`src/rtl/core/sliding_median_distance_filter_unit_defines.svh`:
```
// Assertion macros for the sliding median distance filter.
`ifndef SLIDING_MEDIAN_DISTANCE_FILTER_UNIT_DEFINES_SVH
`define SLIDING_MEDIAN_DISTANCE_FILTER_UNIT_DEFINES_SVH

// Checked on clk_i, off while rst_ni is low.
`define SMDF_ASSERT(label, prop, msg) \
  label: assert property (@(posedge clk_i) disable iff (!rst_ni) (prop)) else $error(msg);

// Checked on every rising edge of clk_i, reset included.
`define SMDF_ASSERT_ALWAYS(label, prop, msg) \
  label: assert property (@(posedge clk_i) (prop)) else $error(msg);

`endif

```
`src/rtl/core/smdf_pkg.sv`:
```
package smdf_pkg;

  localparam int MAX_WINDOW        = 7;
  localparam int VALID_BIT         = 0;
  localparam int FILTER_ACTIVE_BIT = 1;

  localparam int DIST_W   = 16;
  localparam int ECHO_W   = 32;
  localparam int HEALTH_W = 8;
  localparam int STAMP_W  = 32;
  localparam int WIN_W    = 3;
  localparam int CNT_W    = $clog2(MAX_WINDOW + 1);

  typedef logic signed [DIST_W-1:0] dist_t;
  typedef logic [CNT_W-1:0]         cnt_t;
  typedef dist_t                    sample_arr_t [MAX_WINDOW];

  localparam dist_t NO_READING = -16'sd1;

  typedef struct packed {
    logic start;
    cnt_t n;
  } med_req_t;

  typedef struct packed {
    logic  done;
    dist_t median;
  } med_rsp_t;

  typedef enum logic [1:0] {
    S_IDLE,
    S_LAUNCH,
    S_WAIT,
    S_DONE
  } top_state_e;

  typedef enum logic [1:0] {
    M_IDLE,
    M_SCAN,
    M_CHECK
  } med_state_e;

endpackage

```
`src/rtl/core/smdf_median.sv`:
```
`include "sliding_median_distance_filter_unit_defines.svh"

// Rank-count median over the first n samples using one comparator.
module smdf_median import smdf_pkg::*; (
  input  logic        clk_i,
  input  logic        rst_ni,
  input  med_req_t    req_i,
  input  sample_arr_t samples_i,
  output med_rsp_t    rsp_o
);

  med_state_e  state_q, state_d;
  sample_arr_t wk_q, wk_d, wk_rot;
  dist_t       cand_q, cand_d;
  cnt_t        n_q, n_d;
  cnt_t        step_q, step_d;
  cnt_t        lt_q, lt_d;
  cnt_t        eq_q, eq_d;
  cnt_t        nm1;
  cnt_t        half;
  logic [CNT_W:0] lt_eq_sum;
  logic        is_lt, is_eq, found;

  assign nm1       = n_q - cnt_t'(1);
  assign half      = n_q >> 1;
  assign lt_eq_sum = {1'b0, lt_q} + {1'b0, eq_q};
  assign found     = (lt_q <= half) && ({1'b0, half} < lt_eq_sum);
  assign is_lt     = wk_q[0] < cand_q;
  assign is_eq     = wk_q[0] == cand_q;

  // rotate the first n entries by one
  always_comb begin
    for (int k = 0; k < MAX_WINDOW; k++) begin
      if (cnt_t'(k) == nm1) begin
        wk_rot[k] = wk_q[0];
      end else if (cnt_t'(k) < nm1) begin
        wk_rot[k] = wk_q[(k + 1) % MAX_WINDOW];
      end else begin
        wk_rot[k] = wk_q[k];
      end
    end
  end

  always_comb begin
    state_d = state_q;
    wk_d    = wk_q;
    cand_d  = cand_q;
    n_d     = n_q;
    step_d  = step_q;
    lt_d    = lt_q;
    eq_d    = eq_q;
    rsp_o.done   = 1'b0;
    rsp_o.median = cand_q;
    unique case (state_q)
      M_IDLE: begin
        if (req_i.start) begin
          wk_d    = samples_i;
          cand_d  = samples_i[0];
          n_d     = req_i.n;
          step_d  = '0;
          lt_d    = '0;
          eq_d    = '0;
          state_d = M_SCAN;
        end
      end
      M_SCAN: begin
        lt_d   = lt_q + cnt_t'(is_lt);
        eq_d   = eq_q + cnt_t'(is_eq);
        wk_d   = wk_rot;
        step_d = step_q + cnt_t'(1);
        if (step_q == nm1) begin
          state_d = M_CHECK;
        end
      end
      M_CHECK: begin
        if (found) begin
          rsp_o.done = 1'b1;
          state_d    = M_IDLE;
        end else begin
          wk_d    = wk_rot;
          cand_d  = wk_rot[0];
          step_d  = '0;
          lt_d    = '0;
          eq_d    = '0;
          state_d = M_SCAN;
        end
      end
      default: state_d = M_IDLE;
    endcase
  end

  always_ff @(posedge clk_i or negedge rst_ni) begin
    if (!rst_ni) begin
      state_q <= M_IDLE;
      n_q     <= '0;
      step_q  <= '0;
      lt_q    <= '0;
      eq_q    <= '0;
    end else begin
      state_q <= state_d;
      n_q     <= n_d;
      step_q  <= step_d;
      lt_q    <= lt_d;
      eq_q    <= eq_d;
    end
  end

  always_ff @(posedge clk_i) begin
    wk_q   <= wk_d;
    cand_q <= cand_d;
  end

  `SMDF_ASSERT(a_start_idle, req_i.start |-> state_q == M_IDLE, "median start while busy")
  `SMDF_ASSERT(a_start_n, req_i.start |-> req_i.n != '0, "median start with empty window")
  `SMDF_ASSERT(a_step_range, state_q == M_SCAN |-> step_q < n_q, "scan ran past window")
  `SMDF_ASSERT(a_count_sum, state_q == M_CHECK |-> lt_eq_sum <= {1'b0, n_q},
               "rank counts exceed window")
  `SMDF_ASSERT(a_done_idle, rsp_o.done |=> state_q == M_IDLE, "median not idle after done")

endmodule

```
`src/rtl/core/sliding_median_distance_filter_unit.sv`:
```
// Channel | Handshake                  | Payload
// in      | in_valid_i / in_stall_o    | raw_distance_i, echo_time_i, health_in_i, timestamp_i
// out     | out_valid_o / out_stall_i  | filtered_distance_o, raw_distance_out_o,
//         |                            | echo_time_out_o, health_out_o, timestamp_out_o
// cfg     | cfg_we_i                   | cfg_wdata_i (window_size)
//
// Unstored sample: S_IDLE goes straight to S_DONE, where the result is ready.
// Stored sample: passes S_LAUNCH, S_WAIT and S_DONE, with c <= n candidates
// (n = samples in window) ranked by the shared comparator in smdf_median before the median is found.
// in_stall_o is high while a sample is in work or a finished one waits for the
// output register; one result is held while out_stall_i is high.
// Reset: empty window, window_size 1; sample line contents undefined.
module sliding_median_distance_filter_unit import smdf_pkg::*; (
  input  logic                clk_i,
  input  logic                rst_ni,
  input  logic                cfg_we_i,
  input  logic [WIN_W-1:0]    cfg_wdata_i,
  input  logic                in_valid_i,
  output logic                in_stall_o,
  input  logic signed [DIST_W-1:0] raw_distance_i,
  input  logic [ECHO_W-1:0]   echo_time_i,
  input  logic [HEALTH_W-1:0] health_in_i,
  input  logic [STAMP_W-1:0]  timestamp_i,
  output logic                out_valid_o,
  input  logic                out_stall_i,
  output logic signed [DIST_W-1:0] filtered_distance_o,
  output logic signed [DIST_W-1:0] raw_distance_out_o,
  output logic [ECHO_W-1:0]   echo_time_out_o,
  output logic [HEALTH_W-1:0] health_out_o,
  output logic [STAMP_W-1:0]  timestamp_out_o
);

  top_state_e        state_q, state_d;
  logic [WIN_W-1:0]  window_q, window_d;
  cnt_t              fill_q, fill_d;
  sample_arr_t       sh_q;
  logic              out_valid_q, out_valid_d;

  dist_t             raw_q, filt_q;
  logic [ECHO_W-1:0] echo_q;
  logic [HEALTH_W-1:0] health_q;
  logic [STAMP_W-1:0] stamp_q;

  logic              in_xfer, store, win_ok, load_out, set_filt;
  dist_t             filt_d;
  logic [HEALTH_W-1:0] health_mark;
  med_req_t          med_req;
  med_rsp_t          med_rsp;

  assign in_xfer = in_valid_i && !in_stall_o;
  assign store   = health_in_i[VALID_BIT] && !raw_distance_i[DIST_W-1];
  assign win_ok  = cfg_wdata_i[0] && (int'(cfg_wdata_i) <= MAX_WINDOW);

  always_comb begin
    health_mark = health_in_i;
    if (window_q > WIN_W'(1)) begin
      health_mark[FILTER_ACTIVE_BIT] = 1'b1;
    end
  end

  always_comb begin
    state_d     = state_q;
    in_stall_o  = 1'b1;
    load_out    = 1'b0;
    set_filt    = 1'b0;
    filt_d      = NO_READING;
    med_req.start = 1'b0;
    med_req.n     = fill_q;
    out_valid_d = out_valid_q && out_stall_i;
    unique case (state_q)
      S_IDLE: begin
        in_stall_o = 1'b0;
        if (in_valid_i) begin
          set_filt = 1'b1;
          state_d  = store ? S_LAUNCH : S_DONE;
        end
      end
      S_LAUNCH: begin
        med_req.start = 1'b1;
        state_d       = S_WAIT;
      end
      S_WAIT: begin
        if (med_rsp.done) begin
          set_filt = 1'b1;
          filt_d   = med_rsp.median;
          state_d  = S_DONE;
        end
      end
      S_DONE: begin
        if (!out_valid_q || !out_stall_i) begin
          load_out    = 1'b1;
          out_valid_d = 1'b1;
          state_d     = S_IDLE;
        end
      end
      default: state_d = S_IDLE;
    endcase
  end

  always_comb begin
    window_d = window_q;
    fill_d   = fill_q;
    if (in_xfer && store && (fill_q < cnt_t'(window_q))) begin
      fill_d = fill_q + cnt_t'(1);
    end
    if (cfg_we_i && win_ok && (cfg_wdata_i != window_q)) begin
      window_d = cfg_wdata_i;
      fill_d   = '0;
    end
  end

  always_ff @(posedge clk_i or negedge rst_ni) begin
    if (!rst_ni) begin
      state_q     <= S_IDLE;
      window_q    <= WIN_W'(1);
      fill_q      <= '0;
      out_valid_q <= 1'b0;
    end else begin
      state_q     <= state_d;
      window_q    <= window_d;
      fill_q      <= fill_d;
      out_valid_q <= out_valid_d;
    end
  end

  // newest sample at index 0
  always_ff @(posedge clk_i) begin
    if (in_xfer && store) begin
      sh_q[0] <= raw_distance_i;
      for (int k = 1; k < MAX_WINDOW; k++) begin
        sh_q[k] <= sh_q[k-1];
      end
    end
    if (in_xfer) begin
      raw_q    <= raw_distance_i;
      echo_q   <= echo_time_i;
      health_q <= health_mark;
      stamp_q  <= timestamp_i;
    end
    if (set_filt) begin
      filt_q <= filt_d;
    end
    if (load_out) begin
      filtered_distance_o <= filt_q;
      raw_distance_out_o  <= raw_q;
      echo_time_out_o     <= echo_q;
      health_out_o        <= health_q;
      timestamp_out_o     <= stamp_q;
    end
  end

  assign out_valid_o = out_valid_q;

  smdf_median u_median (
    .clk_i     (clk_i),
    .rst_ni    (rst_ni),
    .req_i     (med_req),
    .samples_i (sh_q),
    .rsp_o     (med_rsp)
  );

endmodule
```
`config.mk`:
```
export PLATFORM = sky130hd
export DESIGN_NAME = sliding_median_distance_filter_unit
export DESIGN_NICKNAME = d
export VERILOG_FILES = /design/src/rtl/core/smdf_pkg.sv /design/src/rtl/core/smdf_median.sv /design/src/rtl/core/sliding_median_distance_filter_unit.sv
export VERILOG_INCLUDE_DIRS = /design/src /design/src/rtl/core
export SDC_FILE = /design/constraint.sdc
export NUM_CORES = 1
export LEC_CHECK = 0
export BUFFER_PORTS_ARGS = -buffer_cell sky130_fd_sc_hd__buf_2
export CORE_MARGIN = 1
export CORE_UTILIZATION = 35
export CTS_CLUSTER_DIAMETER = 60
export DETAILED_ROUTE_END_ITERATION = 8
export PLACE_DENSITY = 0.49
export SYNTH_ARGS = -nofsm -noshare
export SYNTH_HDL_FRONTEND = slang
export SYNTH_SLANG_ARGS = --single-unit
```
`constraint.sdc`:
```
create_clock -name clk_i -period 12.3 [get_ports clk_i]
set_input_delay 1.845 -clock clk_i [delete_from_list [all_inputs] [get_ports clk_i]]
set_output_delay 1.845 -clock clk_i [all_outputs]
set_load 0.02 [all_outputs]
```
==> results of run 1 <==
-- synthesized netlist by cell type, types with 3 or more instances --
cell type / n / area (um^2)
a21oi_1: 130 / 650.6
a31oi_1: 4 / 25.02
buf_2: 3 / 15.01
buf_4: 4 / 30.03
clkbuf_1: 36 / 135.1
dfrtp_1: 22 / 550.5
edfxtp_1: 448 / 13450
ha_1: 42 / 525.5
inv_1: 36 / 135.1
mux2_2: 22 / 247.7
mux2i_1: 94 / 940.9
nand2_1: 20 / 75.07
nand2_2: 5 / 31.28
nand2b_1: 6 / 37.54
nand3_1: 17 / 85.08
nand3b_1: 5 / 37.54
nor2_1: 128 / 480.5
nor2b_1: 3 / 18.77
o211ai_1: 5 / 37.54
o21ai_0: 19 / 95.09
xnor2_1: 5 / 43.79
xor2_1: 3 / 26.28
-- routing by layer --
| metal | wire length, um | part of all wire | vias up | track usage |
|---|---|---|---|---|
| met5 | 11 | 0.00030 | - | 0 |
| met1 | 17130 | 0.47 | 4512 | 0.1958 |
| li1 | - | - | 4540 | - |
| met3 | 2772 | 0.075 | 46 | 0.04329 |
| met2 | 16180 | 0.44 | 261 | 0.2173 |
| met4 | 705 | 0.019 | 2 | 0.04530 |
-- where the power goes --
group          switching [mW]  internal [mW]
clock network           0.610          0.831
registers               0.206           2.38
logic                    1.00          0.472
total                    1.82           3.69
-- layout by cell type, fill, tap and decap left out, types with 5 or more instances in the layout --
cell type | netlist | final
nand2b_1 | 6 | 6
nor2_1 | 128 | 128
dfrtp_1 | 22 | 22
buf_4 | 4 | 13
nand2_2 | 5 | 5
inv_1 | 36 | 35
xnor2_1 | 5 | 5
clkbuf_1 | 36 | 11
nand3b_1 | 5 | 5
clkbuf_16 | 0 | 50
nand2_1 | 20 | 20
o211ai_1 | 5 | 5
mux2_2 | 22 | 22
clkinv_1 | 0 | 13
a21oi_1 | 130 | 130
mux2i_1 | 94 | 94
clkinv_2 | 0 | 8
nand3_1 | 17 | 17
buf_2 | 3 | 201
o21ai_0 | 19 | 19
ha_1 | 42 | 41
edfxtp_1 | 448 | 448
-- logic make-up (layout without fill, tap and decap cells) --
| kind of cell | Yosys count | after routing | synth area share |
|---|---|---|---|
| buf+inv | 79 | 340 | 0.01756 |
| simple gates | 197 | 197 | 0.04732 |
| mux | 116 | 116 | 0.06620 |
| compound gates | 172 | 172 | 0.05143 |
| xor+xnor | 10 | 10 | 0.005715 |
| fa+ha+maj | 43 | 43 | 0.03038 |
| flops | 471 | 471 | 0.7814 |
-- sequential cells by signal, indices dropped and copies added (netlist names), 8 cells and up --
name and count:
filt_q 16, sh_q 112, raw_q 16, u_median.wk_q 112, health_q 8, stamp_q 32, echo_time_out_o 32, raw_distance_out_o 16
timestamp_out_o 32, health_out_o 8, filtered_distance_o 16, u_median.cand_q 16, echo_q 32
-- critical path, stage by stage (launching register included) --
cell,delay [ns]
dfrtp_1,0.41
ha_1,0.21
inv_1,0.07
fa_1,0.41
ha_1,0.28
a21oi_1,0.09
o311ai_0,0.55
nand2b_1,0.52
a41oi_2,0.97
-- cell type report --
type                    instances  area (um^2)  share of cell area
multi-input cells             538         3664              0.1717
flip-flops and latches        471        14030              0.6577
clock inverters                29        266.5             0.01249
clock buffers                  61         1292             0.06059
well taps                     672        840.8             0.03941
inverters                      36        136.4            0.006393
repair buffers                214         1104             0.05173
-- per-stage QoR --
stage / setup slack [ns] / hold WS [ns] / instance area (um^2) / power (mW)
3_5_place_dp: 7.805 / 0.4045 / 19770 / 4.126
6_report: 8.398 / 0.4114 / 21330 / 5.503
4_1_cts: 8.266 / 0.4122 / 21330 / 5.595
2_1_floorplan: 2.230 / 0.4003 / 17950 / 3.624
3_3_place_gp: 7.849 / 0.4007 / 19770 / 4.111
5_1_grt: 8.018 / 0.4140 / 21330 / 5.838
-- worst min path at each step --
stage                from                      to  slack (ns)  depth (start not counted)
6_report       echo_q[11]     echo_time_out_o[11]        0.41                          0
5_1_grt        echo_q[11]     echo_time_out_o[11]        0.41                          0
4_1_cts        echo_q[11]     echo_time_out_o[11]        0.41                          0
3_5_place_dp    filt_q[6]  filtered_distance_o[6]        0.40                          0
3_3_place_gp   echo_q[20]     echo_time_out_o[20]        0.40                          0
2_1_floorplan   echo_q[0]      echo_time_out_o[0]        0.40                          0
==> impl_metrics.py, run 1 <==
metrics = {
    "floorplanning": {
        "ios": 202,
        "core-area_um2": 50380,
        "rows": 82,
        "die_height_um": 228.5,
        "dieWidth_um": 228.5,
        "initial_core_util": 0.3564,
        "fp.dieArea_um2": 52210,
    },
    "route": {
        "routed_wirelength_mm": 36.81,
        "drc": 0,
        "via_count": 9361,
        "wl_per_cell_um": 18.21,
        "drtAntennaViolNets": 0,
        "vias_per_cell": 4.632,
        "first_pass_iters": 5,
        "drt_iter0_markers": 584,
    },
    "clocking": {
        "ctsResizeCount": 0,
        "cts-buffers-inserted": 49,
        "cts_buffer_depth": 3,
        "htreeDepth": 2,
        "root_buffer": "clkbuf_16",
        "cts_setup_buffers": 0,
        "clock_latency_ns": 0.60,
        "cts_tree": "yes",
        "clkSinkCount": 471,
        "clkTransAtPathRegs_ns": 0.06,
        "cts_hold_buf": 0,
    },
    "sta": {
        "hold_violations": 0,
        "period_minus_slack_ns": 3.902,
        "worstMarginPinSlew_ns": 1.024,
        "max_slew_margin": 0.3171,
        "fin_setup_tns_ns": 0,
        "final_max_slew_viol_count": 0,
        "grt_setup_unrepaired": "no",
        "min_period_over_period": 0.3172,
        "clock.fmax_mhz": 256.3,
        "clock_skew_ns": 0.02836,
        "setup_viol": 0,
    },
    "synthesis": {
        "synth_edf_count": 448,
        "ys_ff_latch": 471,
        "post_synth.cell_area_avg_um2": 16.50,
        "synth_ff_type": "edfxtp_1",
        "synth-async-reset-ratio": 0.04883,
        "syn_inst": 1088,
        "netlist_area_um2": 17950,
        "synth_cell_type_count": 47,
        "yosysWarnings": 0,
        "syn-num-nets": 1227,
        "yosysSeqAreaShare": 0.7814,
    },
    "critical_path": {
        "crit_path_end_kind": "flop",
        "path_max_fanout": 16,
        "reg2reg_slack_ns": 8.40,
        "r2r_start": "u_median.lt_q[0]",
        "cp-start-kind": "flop",
        "crit_path_start": "u_median.lt_q[0]",
        "critPathRequiredTime_ns": 12.50,
        "reg2reg_depth": 8,
        "critPathKind": "flop to flop",
        "r2r-end": "u_median.wk_q[93]",
        "worstPathArrival_ns": 4.10,
        "cp-endpoint": "u_median.wk_q[93]",
    },
    "pwr": {
        "peakVddDrop_uv": 149.9,
        "power.density_nw_per_um2": 258.0,
        "leakage_nw": 7.984,
    },
    "placed_design": {
        "dp_hpwl_mm": 24.14,
        "gp_congestion": 0.7544,
        "dp_cells": 1931,
        "port_buffers": 201,
    },
    "global_routing": {
        "grt-ovfl-total": 0,
        "grt_pass1_wl_mm": 57.90,
        "grt_pass1_vias": 9738,
        "grt_use_total": 0.1430,
        "grt_max_degree": 81,
        "antenna_found_initial": 1,
    },
    "cells_and_area": {
        "final_cells": 2021,
        "nets": 1449,
        "antenna_cells": 0,
        "num-fill-cells": 4522,
        "fin_util": 0.4235,
        "area_growth_pct": 18.82,
        "final_layout_size_suffix_gt1_frac": 0.2380,
    },
    "status": {
        "status": "finished clean",
    },
    "min_path": {
        "hold_class": "flop to flop",
    },
    "job": {
        "maxCapViolCount": 0,
    },
}
Note: power is estimated with default switching activity, not from simulation.
==> inputs of run 2 (changes only) <==
Settings changed: PLACE_DENSITY 0.49 to 0.51.
Clock period 12.3 ns to 3.4 ns, I/O delays scaled along.
==> impl_metrics.py, run 2 (synthesized netlist as in run 1, its figures left out) <==
metrics = {
    "placed_design": {
        "dp_cells": 1964,
        "port_buffers": 201,
        "gp_congestion": 0.7870,
        "dp_hpwl_mm": 25.67,
        "place_area_um2": 20140,
    },
    "global_routing": {
        "grt_use_total": 0.1510,
        "grt_pass1_wl_mm": 60.10,
        "grt_pass1_vias": 9976,
        "grt_max_degree": 113,
        "antenna_found_initial": 3,
        "grt-ovfl-total": 0,
    },
    "clocking": {
        "cts_buffer_depth": 3,
        "htreeDepth": 2,
        "cts_tree": "yes",
        "clkSinkCount": 471,
        "root_buffer": "clkbuf_16",
        "cts-buffers-inserted": 50,
        "clock_latency_ns": 0.58,
        "clkTransAtPathRegs_ns": 0.06,
    },
    "floorplanning": {
        "core-area_um2": 50380,
        "die_height_um": 228.5,
        "rows": 82,
        "initial_core_util": 0.3564,
        "fp.dieArea_um2": 52210,
        "dieWidth_um": 228.5,
        "ios": 202,
    },
    "route": {
        "wl_met3_mm": 2.912,
        "via_count": 9663,
        "vias_per_cell": 4.695,
        "drtAntennaViolNets": 0,
        "wl_met2_mm": 18.16,
        "wl_per_cell_um": 19.05,
        "drt_iter0_markers": 607,
        "first_pass_iters": 7,
        "wl_met1_mm": 17.34,
        "top_layer_used": "met5",
        "routed_wirelength_mm": 39.21,
        "drc": 0,
    },
    "pwr": {
        "power.density_nw_per_um2": 955.8,
        "power_frac_comb": 0.299,
        "seqPwrFrac": 0.438,
        "peakVddDrop_uv": 486.9,
        "leakage_nw": 8.233,
        "internal-power_mw": 13.96,
        "total_power_mw": 20.84,
        "switchingPower_mw": 6.875,
        "p_sw_frac": 0.3299,
        "p_clk_frac": 0.263,
    },
    "cells_and_area": {
        "finalInstanceArea_um2": 21800,
        "area_growth_pct": 21.43,
        "fin_util": 0.4328,
        "nets": 1485,
        "layout_common_cells": "edfxtp_1, buf_2, a21oi_1, nor2_1, mux2i_1",
        "final_cells": 2058,
        "final_layout_size_suffix_gt1_frac": 0.2601,
        "top_regs": "sh_q (112), u_median.wk_q (112)",
        "final_common_cell": "edfxtp_1",
    },
    "sta": {
        "final_max_slew_viol_count": 0,
        "setup_viol": 0,
        "hold_violations": 0,
        "clock_skew_ns": 0.01881,
        "grt_setup_unrepaired": "no",
        "clock.fmax_mhz": 325.5,
        "period_minus_slack_ns": 3.072,
        "worstMarginPinSlew_ns": 0.8667,
        "min_period_over_period": 0.9035,
        "max_slew_margin": 0.4222,
        "hold_slack_ns": 0.09784,
    },
    "critical_path": {
        "cp-start-kind": "flop",
        "critPathKind": "flop to flop",
        "worstPathArrival_ns": 3.35,
        "path_max_fanout": 10,
        "critPathRequiredTime_ns": 3.67,
        "crit_path_end_kind": "flop",
    },
    "min_path": {
        "hold_class": "primary input to flop",
    },
    "job": {
        "maxCapViolCount": 0,
    },
    "status": {
        "status": "finished clean",
    },
}
## run 2: metrics by stage
| step | TNS, ns | worst slack, ns |
|---|---|---|
| final | 0 | 0.3279 |
| after global routing | 0 | 0.1335 |
| after CTS | 0 | 0.08436 |
| after detailed placement | 0 | 0.09433 |
| after global placement | 0 | 0.2651 |
| after floorplan | -0.8495 | -0.02655 |
## run 2: cell type report
class | instances | area (um^2)
clock buffers | 57 | 1277
diodes | 2 | 5.005
fillers | 4517 | 28570
flip-flops and latches | 471 | 14030
inverters | 36 | 138.9
repair buffers | 249 | 1481
well taps | 672 | 840.8
multi-input cells | 538 | 3664
clock inverters | 33 | 365.4
## run 2: layer usage
layer,vias up,global-route usage
met5,-,0
met4,2,0.04027
met3,57,0.04965
met1,4738,0.1986
met2,253,0.2394
li1,4613,-
## run 2: final timing paths
| path | start | to | slack [ns] | depth (start not counted) |
|---|---|---|---|---|
| min reg2reg | stamp_q[9] | timestamp_out_o[9] | 0.41 | 0 |
| max reg2reg | u_median.lt_q[0] | u_median.wk_q[0] | 0.33 | 10 |
| max in group asynchronous | rst_ni | u_median.step_q[2] | 2.55 | 2 |
| max | u_median.lt_q[0] | u_median.wk_q[0] | 0.33 | 10 |
| min | echo_time_i[14] | echo_q[14] | 0.1 | 1 |
| min in group asynchronous | rst_ni | window_q[1] | 0.45 | 2 |
## run 2: power groups by stage
stage,Sequential [mW],Combinational (mW),Clock (mW)
2_1_floorplan,9.59,3.40,0
3_3_place_gp,9.21,6.28,0
3_5_place_dp,9.24,6.33,0
4_1_cts,9.14,6.35,5.64
5_1_grt,9.27,6.89,5.87
6_report,9.13,6.23,5.48
## run 2: what timing repair did
| item | 4_1_cts | 5_1_grt |
|---|---|---|
| setup buffers | 0 | 1 |
| hold endpoints to repair | 22 | 0 |
| hold buffers | 1 | 0 |
| resized for setup | 0 | 0 |
| endpoints found under the setup margin | 0 | 50 |
## run 2: worst max-delay path: stages (launching register included)
cell	delay, ns
dfrtp_1	0.41
ha_1	0.21
inv_1	0.07
fa_1	0.41
ha_1	0.29
a21oi_1	0.09
o311ai_0	0.53
nand2b_1	0.10
buf_4	0.20
a21oi_1	0.20
buf_4	0.27
==> inputs of run 3 (changes only) <==
Settings changed: ABC_AREA from default to 1.
==> impl_metrics.py, run 3 <==
metrics = {
    "status": {
        "status": "finished clean",
    },
    "placed_design": {
        "gp_congestion": 0.7981,
        "port_buffers": 201,
        "dp_hpwl_mm": 25.87,
    },
    "synthesis": {
        "synth_most_common_cell": "edfxtp_1",
        "synth_cell_type_count": 40,
        "yosysTopAreaCell": "edfxtp_1",
        "synth_edf_count": 448,
        "synth_ff_type": "edfxtp_1",
        "ys_ff_latch": 471,
        "syn-num-nets": 1401,
        "synth-async-reset-ratio": 0.04883,
        "post_synth.cell_area_avg_um2": 14.26,
        "yosysSeqAreaShare": 0.7797,
        "synthTopCellsByArea": "edfxtp_1, nand2_1, a21oi_1",
        "yosysWarnings": 0,
        "netlist_area_um2": 17990,
        "synth_top_area_frac": 0.7476,
        "syn_inst": 1262,
        "yosys-top-cells-count": "edfxtp_1, nand2_1, a21oi_1",
    },
    "sta": {
        "clock.fmax_mhz": 351.9,
        "grt_setup_unrepaired": "no",
        "fin_setup_tns_ns": 0,
        "max_slew_margin": 0.4924,
        "final_max_slew_viol_count": 0,
        "setup_viol": 0,
        "hold_violations": 0,
        "min_period_over_period": 0.8358,
        "clock_skew_ns": 0.02002,
        "worstMarginPinSlew_ns": 0.7615,
        "period_minus_slack_ns": 2.842,
        "hold_slack_ns": 0.09890,
    },
    "min_path": {
        "hold_class": "primary input to flop",
        "min_path_cells": 1,
    },
    "clocking": {
        "cts_buffer_depth": 3,
        "cts_setup_buffers": 0,
        "root_buffer": "clkbuf_16",
        "clock_latency_ns": 0.59,
        "clkTransAtPathRegs_ns": 0.06,
        "htreeDepth": 2,
        "cts-buffers-inserted": 48,
        "cts_tree": "yes",
        "cts_hold_buf": 1,
        "clkSinkCount": 471,
        "ctsResizeCount": 0,
    },
    "critical_path": {
        "cp-start-kind": "flop",
        "worst-path-buf-inv": 2,
        "cpMaxStageDelayCell": "fa_1",
        "crit_chain": "ha_1 -> inv_2 -> fa_1 -> ha_1 -> nand2_1 -> nand2_1 -> nand3_1 -> nand3_2 -> nand3_2 -> a21oi_1 -> buf_4",
        "path_max_fanout": 16,
        "path_delay_family": "adder cells",
        "crit_path_end_kind": "flop",
        "worstPathArrival_ns": 3.10,
        "crit_cells": 11,
        "reg2reg_depth": 11,
        "critPathKind": "flop to flop",
        "critPathRequiredTime_ns": 3.66,
        "critical-path-max-stage-delay_ns": 0.41,
    },
    "global_routing": {
        "grtUsageMet1": 0.2041,
        "grt-ovfl-total": 0,
        "grt_pass1_wl_mm": 60.35,
        "met2_usage": 0.2245,
        "grt_use_total": 0.1474,
        "grt_max_degree": 74,
        "grt_pass1_vias": 10696,
        "met3_usage": 0.04042,
        "antenna_found_initial": 1,
        "top_usage_layer": "met2",
    },
    "cells_and_area": {
        "area_growth_pct": 19.52,
        "top_regs": "sh_q (112), u_median.wk_q (112)",
        "final_layout_size_suffix_gt1_frac": 0.2162,
        "layout_common_cells": "edfxtp_1, nand2_1, buf_2, a21oi_1, inv_1",
        "num-fill-cells": 4656,
        "multi_input_area_um2": 3432,
        "final_common_cell": "edfxtp_1",
        "regArea_um2": 14030,
        "nets": 1639,
    },
    "floorplanning": {
        "dieWidth_um": 228.7,
        "fp.dieArea_um2": 52320,
        "initial_core_util": 0.3565,
        "die_height_um": 228.7,
        "ios": 202,
        "core-area_um2": 50480,
        "rows": 82,
    },
    "pwr": {
        "leakage_nw": 8.263,
        "peakVddDrop_uv": 539.2,
        "power.density_nw_per_um2": 1006,
    },
    "route": {
        "drt_iter0_markers": 589,
        "routed_wirelength_mm": 38.02,
        "drc": 0,
        "wl_per_cell_um": 17.18,
        "first_pass_iters": 5,
        "vias_per_cell": 4.652,
        "via_count": 10294,
        "drtAntennaViolNets": 0,
    },
    "job": {
        "maxCapViolCount": 0,
    },
}
[run 3: power by group]
part,leakage [nW],internal (mW),total (mW),switching [mW]
clock network,0.779,3.14,5.35,2.21
registers,4.37,8.84,9.58,0.738
logic,3.11,1.91,6.72,4.80
total,8.26,13.9,21.6,7.75
[run 3: metal layers]
layer / wire [um] / up-vias
met4: 818 / 0
met1: 17470 / 4952
met3: 2865 / 52
met2: 16870 / 315
li1: - / 4975
met5: 0 / -
[run 3: final timing paths]
| check | endpoint | startpoint | slack (ns) |
|---|---|---|---|
| min in group asynchronous | u_median.eq_q[0] | rst_ni | 0.49 |
| max reg2reg | u_median.wk_q[19] | u_median.eq_q[0] | 0.56 |
| min reg2reg | echo_time_out_o[12] | echo_q[12] | 0.42 |
| max in group asynchronous | fill_q[2] | rst_ni | 2.49 |
| max | u_median.wk_q[19] | u_median.eq_q[0] | 0.56 |
| min | echo_q[13] | echo_time_i[13] | 0.1 |
[run 3: cell families (layout without fill, tap and decap cells)]
logic type,Yosys count,in the layout,synth area share
xor gates and xnor gates,8,8,0.003893
buffers and inverters,133,411,0.03059
AOI/OAI and AO/OA,200,200,0.05903
other,0,1,0
adders and majority gates,43,43,0.03032
and+or+nand+nor,392,392,0.08817
muxes,15,15,0.008344
DFF,471,471,0.7797
[run 3: final cells by class]
| type | instances | area share |
|---|---|---|
| diodes | 1 | 0.0001163 |
| clock buffers | 59 | 0.05922 |
| clock inverters | 31 | 0.01571 |
| inverters | 94 | 0.01687 |
| multi-input cells | 658 | 0.1596 |
| flip-flops and latches | 471 | 0.6523 |
| well taps | 672 | 0.03909 |
| repair buffers | 227 | 0.05713 |
[run 3: metrics by stage]
step	cells	area, um^2	setup WS (ns)	utilization	total power [mW]
after floorplan	1262	18010	0.04124	-	14.16
after global placement	2121	19880	0.5871	0.3939	16.36
after detailed placement	2121	19880	0.5331	0.3939	16.43
after CTS	2212	21510	0.5284	0.4260	21.92
after global routing	2212	21510	0.3638	0.4260	23.06
final	2213	21510	0.5584	0.4261	21.65
